## config.mk

```make
export PLATFORM = sky130hd
export DESIGN_NAME = flow_to_color_wheel_flat
export DESIGN_NICKNAME = d
export VERILOG_FILES = /design/src/sv/fcw_pkg.sv /design/src/sv/fcw_in_if.sv /design/src/sv/fcw_out_if.sv /design/src/sv/flow_to_color_wheel.sv /design/src/sv/fcw_cordic.sv /design/src/flat_wrapper.sv
export VERILOG_INCLUDE_DIRS = /design/src /design/src/sv
export SDC_FILE = /design/constraint.sdc
export NUM_CORES = 2
export LEC_CHECK = 0
export BUFFER_PORTS_ARGS = -buffer_cell sky130_fd_sc_hd__buf_2
export CORE_MARGIN = 1
export CORE_UTILIZATION = 36
export DETAILED_ROUTE_END_ITERATION = 16
export REMOVE_ABC_BUFFERS = 1
export SETUP_SLACK_MARGIN = 0.5
export SLEW_MARGIN = 20
export SYNTH_ARGS = -nofsm -noshare
export SYNTH_HDL_FRONTEND = slang
export SYNTH_SLANG_ARGS = --single-unit
export TNS_END_PERCENT = 1
```

## constraint.sdc

```tcl
create_clock -name clk_i -period 17.38 [get_ports clk_i]
set_clock_uncertainty 0.2 [all_clocks]
set_input_delay 4.345 -clock clk_i [delete_from_list [all_inputs] [get_ports clk_i]]
set_output_delay 4.345 -clock clk_i [all_outputs]
set_load 0.01 [all_outputs]
```

## src/sv/assert_macros.svh

```systemverilog
// Assertion macros shared by the flow color wheel RTL.
// Needs nothing but a clock and an active-low reset in the asserting scope.
`ifndef ASSERT_MACROS_SVH
`define ASSERT_MACROS_SVH

// Property checked on the rising clock edge, off during reset.
`define FCW_ASSERT(name, clk, rst_n, prop, msg) \
  name: assert property (@(posedge clk) disable iff (!rst_n) prop) else $error(msg);

// Overlapping implication built on the macro above.
`define FCW_IMPLIES(name, clk, rst_n, ante, cons, msg) \
  `FCW_ASSERT(name, clk, rst_n, (ante) |-> (cons), msg)

`endif

```

## src/sv/fcw_pkg.sv

```systemverilog
// Constants, CORDIC arctangent table and color wheel for the flow color block.
// No dependencies; used by fcw_cordic and flow_to_color_wheel.
package fcw_pkg;

  localparam int unsigned RadW      = 24;
  localparam int unsigned RnW       = 14;
  localparam int unsigned AngW      = 16;
  localparam int unsigned CordW     = 35;
  localparam int unsigned ZW        = 18;
  localparam int unsigned SqInW     = 20;
  localparam int unsigned MulAW     = 24;
  localparam int unsigned MulBW     = 20;
  localparam int unsigned KW        = 6;
  localparam int unsigned WheelMul  = 54;
  localparam int unsigned WheelSize = 55;
  localparam int unsigned RnOne     = 4096;

  typedef logic [WheelSize-1:0][23:0] wheel_tab_t;

  function automatic logic signed [ZW-1:0] atan_turn(input logic [3:0] i);
    logic signed [ZW-1:0] v;
    case (i)
      4'd0:    v = 18'sd8192;
      4'd1:    v = 18'sd4836;
      4'd2:    v = 18'sd2555;
      4'd3:    v = 18'sd1297;
      4'd4:    v = 18'sd651;
      4'd5:    v = 18'sd326;
      4'd6:    v = 18'sd163;
      4'd7:    v = 18'sd81;
      4'd8:    v = 18'sd41;
      4'd9:    v = 18'sd20;
      4'd10:   v = 18'sd10;
      4'd11:   v = 18'sd5;
      4'd12:   v = 18'sd3;
      4'd13:   v = 18'sd1;
      4'd14:   v = 18'sd1;
      default: v = 18'sd0;
    endcase
    return v;
  endfunction

  function automatic wheel_tab_t build_wheel();
    wheel_tab_t t;
    int kk;
    int r;
    int g;
    int b;
    t = '0;
    for (int k = 0; k < int'(WheelSize); k++) begin
      kk = k;
      if (kk < 15) begin
        r = 255; g = 255 * kk / 15; b = 0;
      end else if (kk < 21) begin
        kk = kk - 15; r = 255 - 255 * kk / 6; g = 255; b = 0;
      end else if (kk < 25) begin
        kk = kk - 21; r = 0; g = 255; b = 255 * kk / 4;
      end else if (kk < 36) begin
        kk = kk - 25; r = 0; g = 255 - 255 * kk / 11; b = 255;
      end else if (kk < 49) begin
        kk = kk - 36; r = 255 * kk / 13; g = 0; b = 255;
      end else begin
        kk = kk - 49;
        if (kk > 5) kk = 5;
        r = 255; g = 0; b = 255 - 255 * kk / 6;
      end
      t[k] = {8'(r), 8'(g), 8'(b)};
    end
    return t;
  endfunction

  localparam wheel_tab_t WheelTab = build_wheel();

  function automatic logic [7:0] wheel_color(input logic [KW-1:0] k, input logic [1:0] ch);
    logic [23:0] e;
    logic [7:0] v;
    e = WheelTab[k];
    case (ch)
      2'd0:    v = e[23:16];
      2'd1:    v = e[15:8];
      default: v = e[7:0];
    endcase
    return v;
  endfunction

endpackage

```

## src/sv/fcw_in_if.sv

```systemverilog
// Input channel of the flow color block: flow vector beat with pass control.
// Depends on nothing.
interface fcw_in_if #(parameter int FLOW_WIDTH = 16) ();
  logic                         valid;
  logic                         ready;
  logic                         kind;
  logic                         first;
  logic                         unknown;
  logic signed [FLOW_WIDTH-1:0] flow_x;
  logic signed [FLOW_WIDTH-1:0] flow_y;

  modport source (output valid, kind, first, unknown, flow_x, flow_y, input ready);
  modport sink (input valid, kind, first, unknown, flow_x, flow_y, output ready);
endinterface

```

## src/sv/fcw_out_if.sv

```systemverilog
// Output channel of the flow color block: one RGB pixel per beat.
// Depends on nothing.
interface fcw_out_if ();
  logic       valid;
  logic       ready;
  logic [7:0] red;
  logic [7:0] green;
  logic [7:0] blue;

  modport source (output valid, red, green, blue, input ready);
  modport sink (input valid, red, green, blue, output ready);
endinterface

```

## src/sv/flow_to_color_wheel.sv

```systemverilog
// Flow color wheel: each input beat takes a flow vector. A measure beat (kind 0) runs the
// squares and a 24-step square root; a color beat (kind 1) runs the squares, the square
// root, a 14-step divide and three channels of two multiplies each, the squares and channel
// multiplies all through one shared multiplier, with a CORDIC angle unit running beside the
// root. Unknown vectors and a zero maximum skip the arithmetic. A new beat is taken while the
// last pixel still waits.
// Depends on fcw_pkg, fcw_in_if, fcw_out_if, fcw_cordic and assert_macros.svh.
`include "assert_macros.svh"

module flow_to_color_wheel #(
  parameter int FLOW_WIDTH = 16
) (
  input  logic clk_i,
  input  logic rst_ni,
  fcw_in_if.sink    in_i,
  fcw_out_if.source out_o
);

  localparam int W = FLOW_WIDTH;
  localparam int RW = fcw_pkg::RadW;
  localparam int NW = fcw_pkg::RnW;
  localparam int AW = fcw_pkg::MulAW;
  localparam int BW = fcw_pkg::MulBW;
  localparam int KW = fcw_pkg::KW;

  localparam logic [3:0] S_IDLE = 4'd0;
  localparam logic [3:0] S_SQX  = 4'd1;
  localparam logic [3:0] S_SQY  = 4'd2;
  localparam logic [3:0] S_SQRT = 4'd3;
  localparam logic [3:0] S_RAD  = 4'd4;
  localparam logic [3:0] S_DIV  = 4'd5;
  localparam logic [3:0] S_WAIT = 4'd6;
  localparam logic [3:0] S_BLD  = 4'd7;
  localparam logic [3:0] S_SHD  = 4'd8;
  localparam logic [3:0] S_PUT  = 4'd9;

  logic [3:0] state_q, state_d;
  logic kind_q, kind_d, sat_q, sat_d, big_q, big_d;
  logic [W-1:0] ax_q, ax_d, ay_q, ay_d;
  logic [39:0] sq_q, sq_d;
  logic [47:0] v_q, v_d;
  logic [26:0] rem_q, rem_d;
  logic [RW-1:0] root_q, root_d, max_q, max_d, rdiv_q, rdiv_d;
  logic [13:0] dbits_q, dbits_d;
  logic [NW-1:0] rn_q, rn_d;
  logic [4:0] cnt_q, cnt_d;
  logic [KW-1:0] k0_q, k0_d;
  logic [15:0] f_q, f_d;
  logic [1:0] ch_q, ch_d;
  logic [23:0] blend_q, blend_d;
  logic [7:0] pix_q [3];
  logic [7:0] pix_d [3];
  logic out_valid_q;
  logic [7:0] red_q, green_q, blue_q;

  logic acc, put, ang_start, ang_done;
  logic [fcw_pkg::AngW-1:0] angle;
  logic [W-1:0] ax_in, ay_in;
  logic [AW-1:0] mul_a;
  logic [BW-1:0] mul_b;
  logic [AW+BW-1:0] prod;
  logic [40:0] s;
  logic [26:0] rem2, trial;
  logic [24:0] r2;
  logic [21:0] p;
  logic [KW-1:0] k1;
  logic [7:0] c0, c1;
  logic [35:0] dark;
  logic [25:0] tri3;

  assign in_i.ready = (state_q == S_IDLE);
  assign acc = in_i.valid && in_i.ready;
  assign put = (state_q == S_PUT) && (!out_valid_q || out_o.ready);
  assign ang_start = acc && in_i.kind && !in_i.unknown && (max_q != '0);

  assign ax_in = in_i.flow_x[W-1] ? (~in_i.flow_x) + W'(1) : in_i.flow_x;
  assign ay_in = in_i.flow_y[W-1] ? (~in_i.flow_y) + W'(1) : in_i.flow_y;

  fcw_cordic #(.FLOW_WIDTH(FLOW_WIDTH)) u_cordic (
    .clk_i    (clk_i),
    .rst_ni   (rst_ni),
    .start_i  (ang_start),
    .flow_x_i (in_i.flow_x),
    .flow_y_i (in_i.flow_y),
    .done_o   (ang_done),
    .angle_o  (angle)
  );

  assign k1 = (k0_q == KW'(fcw_pkg::WheelMul)) ? '0 : k0_q + KW'(1);
  assign c0 = fcw_pkg::wheel_color(k0_q, ch_q);
  assign c1 = fcw_pkg::wheel_color(k1, ch_q);

  always_comb begin
    mul_a = '0;
    mul_b = '0;
    case (state_q)
      S_SQX: begin
        mul_a = AW'(BW'(ax_q));
        mul_b = BW'(ax_q);
      end
      S_SQY: begin
        mul_a = AW'(BW'(ay_q));
        mul_b = BW'(ay_q);
      end
      S_BLD: begin
        mul_a = AW'((c1 >= c0) ? c1 - c0 : c0 - c1);
        mul_b = BW'(f_q);
      end
      S_SHD: begin
        mul_a = 24'hFF0000 - blend_q;
        mul_b = BW'(rn_q);
      end
      default: ;
    endcase
  end

  assign prod = mul_a * mul_b;
  assign s = {1'b0, sq_q} + prod[40:0];
  assign rem2 = {rem_q[24:0], v_q[47:46]};
  assign trial = {1'b0, root_q, 2'b01};
  assign r2 = {rdiv_q, dbits_q[13]};
  assign p = 22'(angle) * 22'(fcw_pkg::WheelMul);
  assign dark = 36'hFF0000000 - prod[35:0];
  assign tri3 = {1'b0, blend_q, 1'b0} + {2'b00, blend_q};

  always_comb begin
    state_d = state_q;
    kind_d = kind_q;
    sat_d = sat_q;
    big_d = big_q;
    ax_d = ax_q;
    ay_d = ay_q;
    sq_d = sq_q;
    v_d = v_q;
    rem_d = rem_q;
    root_d = root_q;
    max_d = max_q;
    rdiv_d = rdiv_q;
    dbits_d = dbits_q;
    rn_d = rn_q;
    cnt_d = cnt_q;
    k0_d = k0_q;
    f_d = f_q;
    ch_d = ch_q;
    blend_d = blend_q;
    pix_d = pix_q;
    case (state_q)
      S_IDLE: begin
        if (acc) begin
          kind_d = in_i.kind;
          ax_d = ax_in;
          ay_d = ay_in;
          sat_d = ((ax_in >> fcw_pkg::SqInW) != '0) || ((ay_in >> fcw_pkg::SqInW) != '0);
          if (!in_i.kind) begin
            if (in_i.first) max_d = '0;
            if (!in_i.unknown) state_d = S_SQX;
          end else if (in_i.unknown) begin
            pix_d = '{8'h00, 8'h00, 8'h00};
            state_d = S_PUT;
          end else if (max_q == '0) begin
            pix_d = '{8'hFF, 8'hFF, 8'hFF};
            state_d = S_PUT;
          end else begin
            state_d = S_SQX;
          end
        end
      end
      S_SQX: begin
        sq_d = prod[39:0];
        state_d = S_SQY;
      end
      S_SQY: begin
        v_d = {s[39:0], 8'h00};
        rem_d = '0;
        root_d = '0;
        cnt_d = '0;
        if (sat_q || s[40]) begin
          root_d = '1;
          state_d = S_RAD;
        end else begin
          state_d = S_SQRT;
        end
      end
      S_SQRT: begin
        v_d = {v_q[45:0], 2'b00};
        if (rem2 >= trial) begin
          rem_d = rem2 - trial;
          root_d = {root_q[RW-2:0], 1'b1};
        end else begin
          rem_d = rem2;
          root_d = {root_q[RW-2:0], 1'b0};
        end
        cnt_d = cnt_q + 5'd1;
        if (cnt_q == 5'(RW - 1)) state_d = S_RAD;
      end
      S_RAD: begin
        if (!kind_q) begin
          if (root_q > max_q) max_d = root_q;
          state_d = S_IDLE;
        end else begin
          big_d = {2'b00, root_q} >= {max_q, 2'b00};
          rdiv_d = {2'b00, root_q[RW-1:2]};
          dbits_d = {root_q[1:0], 12'h000};
          rn_d = '0;
          cnt_d = '0;
          state_d = big_d ? S_WAIT : S_DIV;
        end
      end
      S_DIV: begin
        dbits_d = {dbits_q[12:0], 1'b0};
        if (r2 >= {1'b0, max_q}) begin
          rdiv_d = RW'(r2 - {1'b0, max_q});
          rn_d = {rn_q[NW-2:0], 1'b1};
        end else begin
          rdiv_d = r2[RW-1:0];
          rn_d = {rn_q[NW-2:0], 1'b0};
        end
        cnt_d = cnt_q + 5'd1;
        if (cnt_q == 5'(NW - 1)) state_d = S_WAIT;
      end
      S_WAIT: begin
        if (ang_done) begin
          k0_d = p[21:16];
          f_d = p[15:0];
          ch_d = '0;
          state_d = S_BLD;
        end
      end
      S_BLD: begin
        blend_d = (c1 >= c0) ? {c0, 16'h0000} + prod[23:0] : {c0, 16'h0000} - prod[23:0];
        state_d = S_SHD;
      end
      S_SHD: begin
        if (!big_q && (rn_q <= NW'(fcw_pkg::RnOne))) pix_d[ch_q] = dark[35:28];
        else pix_d[ch_q] = tri3[25:18];
        ch_d = ch_q + 2'd1;
        state_d = (ch_q == 2'd2) ? S_PUT : S_BLD;
      end
      S_PUT: begin
        if (put) state_d = S_IDLE;
      end
      default: state_d = S_IDLE;
    endcase
  end

  always_ff @(posedge clk_i or negedge rst_ni) begin
    if (!rst_ni) begin
      state_q <= S_IDLE;
      max_q <= '0;
      out_valid_q <= 1'b0;
    end else begin
      state_q <= state_d;
      max_q <= max_d;
      if (put) out_valid_q <= 1'b1;
      else if (out_o.ready) out_valid_q <= 1'b0;
    end
  end

  always_ff @(posedge clk_i) begin
    kind_q <= kind_d;
    sat_q <= sat_d;
    big_q <= big_d;
    ax_q <= ax_d;
    ay_q <= ay_d;
    sq_q <= sq_d;
    v_q <= v_d;
    rem_q <= rem_d;
    root_q <= root_d;
    rdiv_q <= rdiv_d;
    dbits_q <= dbits_d;
    rn_q <= rn_d;
    cnt_q <= cnt_d;
    k0_q <= k0_d;
    f_q <= f_d;
    ch_q <= ch_d;
    blend_q <= blend_d;
    pix_q <= pix_d;
    if (put) begin
      red_q <= pix_q[0];
      green_q <= pix_q[1];
      blue_q <= pix_q[2];
    end
  end

  assign out_o.valid = out_valid_q;
  assign out_o.red = red_q;
  assign out_o.green = green_q;
  assign out_o.blue = blue_q;

  `FCW_IMPLIES(a_out_from_put, clk_i, rst_ni, $rose(out_valid_q), $past(state_q) == S_PUT, "pixel without put")
  `FCW_IMPLIES(a_blend_has_angle, clk_i, rst_ni, state_q == S_BLD, ang_done, "blend before angle")
  `FCW_IMPLIES(a_max_source, clk_i, rst_ni, max_q != $past(max_q), ($past(state_q) == S_RAD) || $past(acc), "max changed")

endmodule

```

## src/sv/fcw_cordic.sv

```systemverilog
// Iterative CORDIC angle unit: flow direction in 1/65536 turn.
// Depends on fcw_pkg.
module fcw_cordic #(
  parameter int FLOW_WIDTH = 16
) (
  input  logic                         clk_i,
  input  logic                         rst_ni,
  input  logic                         start_i,
  input  logic signed [FLOW_WIDTH-1:0] flow_x_i,
  input  logic signed [FLOW_WIDTH-1:0] flow_y_i,
  output logic                         done_o,
  output logic [fcw_pkg::AngW-1:0]     angle_o
);

  localparam int W = FLOW_WIDTH;
  localparam int CW = fcw_pkg::CordW;
  localparam int ZW = fcw_pkg::ZW;

  localparam logic [1:0] C_IDLE = 2'd0;
  localparam logic [1:0] C_NORM = 2'd1;
  localparam logic [1:0] C_ROT  = 2'd2;
  localparam logic [1:0] C_DONE = 2'd3;

  logic [1:0] state_q, state_d;
  logic signed [CW-1:0] x_q, x_d, y_q, y_d;
  logic signed [ZW-1:0] z_q, z_d;
  logic [3:0] i_q, i_d;
  logic sx_q, sx_d, sy_q, sy_d;

  logic [W-1:0] ax, ay;
  logic signed [CW-1:0] m, xs, ys, xneg, yneg;
  logic signed [ZW-1:0] zc;
  logic [16:0] ang;

  assign ax = flow_x_i[W-1] ? (~flow_x_i) + W'(1) : flow_x_i;
  assign ay = flow_y_i[W-1] ? (~flow_y_i) + W'(1) : flow_y_i;
  assign m = (x_q > y_q) ? x_q : y_q;

  assign xneg = -x_q;
  assign yneg = -y_q;
  assign xs = x_q[CW-1] ? -(xneg >>> i_q) : (x_q >>> i_q);
  assign ys = y_q[CW-1] ? -(yneg >>> i_q) : (y_q >>> i_q);

  always_comb begin
    state_d = state_q;
    x_d = x_q;
    y_d = y_q;
    z_d = z_q;
    i_d = i_q;
    sx_d = sx_q;
    sy_d = sy_q;
    if (start_i) begin
      sx_d = flow_x_i[W-1];
      sy_d = flow_y_i[W-1];
      x_d = CW'(ax);
      y_d = CW'(ay);
      z_d = '0;
      i_d = '0;
      state_d = (ax == '0 && ay == '0) ? C_DONE : C_NORM;
    end else begin
      case (state_q)
        C_NORM: begin
          if ((m >>> 21) == '0) begin
            x_d = x_q <<< 8;
            y_d = y_q <<< 8;
          end else if ((m >>> 29) == '0) begin
            x_d = x_q <<< 1;
            y_d = y_q <<< 1;
          end else begin
            state_d = C_ROT;
          end
        end
        C_ROT: begin
          if (y_q > 0) begin
            x_d = x_q + ys;
            y_d = y_q - xs;
            z_d = z_q + fcw_pkg::atan_turn(i_q);
          end else begin
            x_d = x_q - ys;
            y_d = y_q + xs;
            z_d = z_q - fcw_pkg::atan_turn(i_q);
          end
          i_d = i_q + 4'd1;
          if (i_q == 4'd15) state_d = C_DONE;
        end
        default: ;
      endcase
    end
  end

  always_ff @(posedge clk_i or negedge rst_ni) begin
    if (!rst_ni) begin
      state_q <= C_IDLE;
    end else begin
      state_q <= state_d;
    end
  end

  always_ff @(posedge clk_i) begin
    x_q <= x_d;
    y_q <= y_d;
    z_q <= z_d;
    i_q <= i_d;
    sx_q <= sx_d;
    sy_q <= sy_d;
  end

  always_comb begin
    if (z_q < 0) zc = '0;
    else if (z_q > 18'sd16384) zc = 18'sd16384;
    else zc = z_q;
    case ({sx_q, sy_q})
      2'b00:   ang = zc[16:0];
      2'b10:   ang = 17'd32768 - zc[16:0];
      2'b11:   ang = 17'd32768 + zc[16:0];
      default: ang = 17'd65536 - zc[16:0];
    endcase
  end

  assign angle_o = ang[15:0];
  assign done_o = (state_q == C_DONE);

endmodule
```

## src/flat_wrapper.sv

```systemverilog
// flat-port wrapper written by rule: the top's interface ports become plain ports
module flow_to_color_wheel_flat 
#(
  parameter int FLOW_WIDTH = 16
)
  (clk_i, rst_ni, in_i_valid, in_i_kind, in_i_first, in_i_unknown, in_i_flow_x, in_i_flow_y, in_i_ready, out_o_valid, out_o_red, out_o_green, out_o_blue, out_o_ready);
  fcw_in_if #(.FLOW_WIDTH(FLOW_WIDTH)) in_i_i ();
  fcw_out_if out_o_i ();
  input  logic clk_i;
  input  logic rst_ni;
  input wire logic [$bits(in_i_i.valid)-1:0] in_i_valid;
  input wire logic [$bits(in_i_i.kind)-1:0] in_i_kind;
  input wire logic [$bits(in_i_i.first)-1:0] in_i_first;
  input wire logic [$bits(in_i_i.unknown)-1:0] in_i_unknown;
  input wire logic [$bits(in_i_i.flow_x)-1:0] in_i_flow_x;
  input wire logic [$bits(in_i_i.flow_y)-1:0] in_i_flow_y;
  output wire logic [$bits(in_i_i.ready)-1:0] in_i_ready;
  output wire logic [$bits(out_o_i.valid)-1:0] out_o_valid;
  output wire logic [$bits(out_o_i.red)-1:0] out_o_red;
  output wire logic [$bits(out_o_i.green)-1:0] out_o_green;
  output wire logic [$bits(out_o_i.blue)-1:0] out_o_blue;
  input wire logic [$bits(out_o_i.ready)-1:0] out_o_ready;
  assign in_i_i.valid = in_i_valid;
  assign in_i_i.kind = in_i_kind;
  assign in_i_i.first = in_i_first;
  assign in_i_i.unknown = in_i_unknown;
  assign in_i_i.flow_x = in_i_flow_x;
  assign in_i_i.flow_y = in_i_flow_y;
  assign in_i_ready = in_i_i.ready;
  assign out_o_valid = out_o_i.valid;
  assign out_o_red = out_o_i.red;
  assign out_o_green = out_o_i.green;
  assign out_o_blue = out_o_i.blue;
  assign out_o_i.ready = out_o_ready;
  flow_to_color_wheel #(.FLOW_WIDTH(FLOW_WIDTH)) u_core (.clk_i(clk_i), .rst_ni(rst_ni), .in_i(in_i_i), .out_o(out_o_i));
endmodule
```

==> flow_metrics.env <==
export IMPL_outcome="finished, final reports clean"
export IMPL_period_minus_slack_ns=15.77
export IMPL_synth_top_family_by_area="adder cells"
export IMPL_cp_data_required_time_ns=17.58
export IMPL_critPathMaxStageDelay_ns=0.69
export IMPL_drive_gt1_share_pct=6.78
export IMPL_critPathBufInv=9
export IMPL_grt_max_degree=70
export IMPL_preCtsSetupSlack_ns=1.25
export IMPL_antenna_left=0
export IMPL_antenna_found_initial=14
export IMPL_final_area_sq_mm=0.0678
export IMPL_route_detailed_drc=0
export IMPL_drv_slew=0
export IMPL_insertion_delay_ns=0.70
export IMPL_met1_length_microns=95500
export IMPL_grt_usage_pct=26.3
export IMPL_synthAdderAreaFrac_pct=21.3
export IMPL_hold_viol_final=0
export IMPL_seq_area_frac_synth_pct=20.4
export IMPL_mostFrequentLayoutCells="nand2_1, nor2_1, inv_1"
export IMPL_synth_simple_area_share_pct=19.7
export IMPL_synthMuxAreaShare_pct=4.89
export IMPL_vias=58994
export IMPL_met3_length_microns=15200
export IMPL_drtIter0Drc=4919
export IMPL_hpwl_microns=187000
export IMPL_ys_types=105
export IMPL_clk_pin_slew_worst_paths_ns=0.06
export IMPL_async_reset_ff_share_pct=6.70
export IMPL_crit_arrival_ns=15.97
export IMPL_final_common_cell="nand2_1"
export IMPL_syn_inst=7794
export IMPL_synth_xor_area_share_pct=5.78
export IMPL_holdBufCountCts=0
export IMPL_firstDrtPassIters=8
export IMPL_rsz0062_at_grt="no"
export IMPL_worstMarginPinSlew_ns=1.25
export IMPL_gp_congestion=1.02
export IMPL_synth_main_ff_cell="edfxtp_1"
export IMPL_die_h_microns=420
export IMPL_die_w_microns=420
export IMPL_grt_overflow_total=0
export IMPL_hold_path_class="flip-flop to flip-flop"
export IMPL_io_buffers=64
export IMPL_cts_resized=0
export IMPL_syn_avg_cell_area_sq_um=8.06
export IMPL_cts_setup_buffers=0
export IMPL_place_area_sq_mm=0.0657
export IMPL_routed_wl_microns=237000
export IMPL_fin_cells=10013
export IMPL_synthesis_area_sq_mm=0.0629
export IMPL_ys_warn_count=0
export IMPL_end_kind="flip-flop"
export IMPL_worst_setup_path_type="flip-flop to flip-flop"
export IMPL_wl_met2_microns=109000
export IMPL_slew_headroom_pct=16.0
export IMPL_fin_nets=8550
export IMPL_dp_cells=9892
export IMPL_slowest_stage="nor2_1"
export IMPL_max_clock_freq_ghz=0.0634
export IMPL_setup_slack_ns=1.61
export IMPL_critPathMostFrequentCell="inv_1"
export IMPL_cts_tree="done"
export IMPL_vias_per_cell=5.89
export IMPL_ys_seq_elements=463
export IMPL_numCtsBuffers=56
export IMPL_setup_tns_ns=0
export IMPL_wire_per_inst_microns=23.6
export IMPL_grt_pass1_vias=57786
export IMPL_area_growth_pct=7.79
export IMPL_critical_path_peak_fanout=27
export IMPL_ios=65
export IMPL_initial_core_util_pct=36.4
export IMPL_cp_start_kind="flip-flop"
export IMPL_finalCritPeriodShare_pct=90.7
export IMPL_cap_violations=0
export IMPL_htree_levels=2
export IMPL_rows=152
export IMPL_core_sq_mm=0.172
export IMPL_setup_viol=0
export IMPL_synth_compound_area_share_pct=21.0
export IMPL_synth_edf_count=337
export IMPL_grt_pass1_wl_microns=356000
export IMPL_cts_root_buffer="clkbuf_16"
export IMPL_cts_path_max_buffers=3
export IMPL_die_area_sq_mm=0.176
export IMPL_cts_num_sinks=463
export IMPL_route_top_layer_used="met5"
export IMPL_critPathTopFamily="compound AO/OA/AOI/OAI gates"
export IMPL_num_fill_cells=17700
-- cell usage after synthesis, types with 151 or more instances --
| master | instances | share of area [%] |
|---|---|---|
| xnor2_1 | 261 | 3.6 |
| inv_1 | 728 | 4.3 |
| nand3_1 | 152 | 1.2 |
| nand2_1 | 885 | 5.3 |
| clkbuf_1 | 329 | 2.0 |
| o21ai_0 | 417 | 3.3 |
| xor2_1 | 151 | 2.1 |
| edfxtp_1 | 337 | 16 |
| ha_1 | 530 | 11 |
| mux2i_1 | 198 | 3.2 |
| a21oi_1 | 545 | 4.3 |
| nor2_1 | 757 | 4.5 |
| fa_1 | 339 | 11 |
-- area by class of cell --
| class | count | area [sq um] | share of cell area (%) |
|---|---|---|---|
| Clock buffer | 69 | 1490 | 2.20 |
| Timing Repair Buffer | 204 | 1410 | 2.08 |
| Antenna cell | 13 | 32.5 | 0.0480 |
| Inverter | 736 | 2770 | 4.09 |
| Sequential cell | 463 | 12800 | 18.9 |
| Multi-Input combinational cell | 6181 | 45900 | 67.7 |
| Clock inverter | 37 | 449 | 0.663 |
| Tap cell | 2310 | 2890 | 4.27 |
-- through the flow --
stage	util (%)	hold slack, ns
final	39.3	0.217
after global routing	39.3	0.219
after CTS	39.2	0.220
after detailed placement	38.1	0.206
after global placement	38.1	0.203
after floorplan	-	0.200
-- layer usage --
metal	track usage, %	vias up
met3	3.62	640
li1	-	27392
met5	0	-
met2	43.7	2418
met4	15.7	6
met1	32.2	28538
-- kinds of logic (layout without fill, tap and decap cells) --
logic type | after synthesis | in the layout
compound gates | 2005 | 2005
xor+xnor | 413 | 413
fa+ha+maj | 869 | 869
buf+inv | 1150 | 1046
flops | 463 | 463
mux | 265 | 265
other cells | 0 | 13
simple gates | 2629 | 2629
-- path summary, 6_finish.rpt --
path                                       from              endpoint  slack (ns)  cells past startpoint
min in group asynchronous                rst_ni      u_core.max_q[12]        3.61                      1
worst max register to register   u_core.k0_q[0]     u_core.root_q[15]        1.61                     61
worst min register to register  u_core.pix_q[5]  u_core.out_o.blue[5]        0.22                      0
worst max-delay path             u_core.k0_q[0]     u_core.root_q[15]        1.61                     61
max in group asynchronous                rst_ni    u_core.out_o.valid       12.74                      1
worst min-delay path            u_core.pix_q[5]  u_core.out_o.blue[5]        0.22                      0
-- sequential cells by signal, indices dropped and copies added, names as in the netlist, 25 cells and up, named ones only --
signal and flops:
u_core.sq_q 40, u_core.rem_q 25, u_core.v_q 40, u_core.u_cordic.x_q 35, u_core.u_cordic.y_q 35
Power is left out: the tool's default activity adds up to more than one toggle a clock period on the data nets, which glitch-free logic cannot reach.
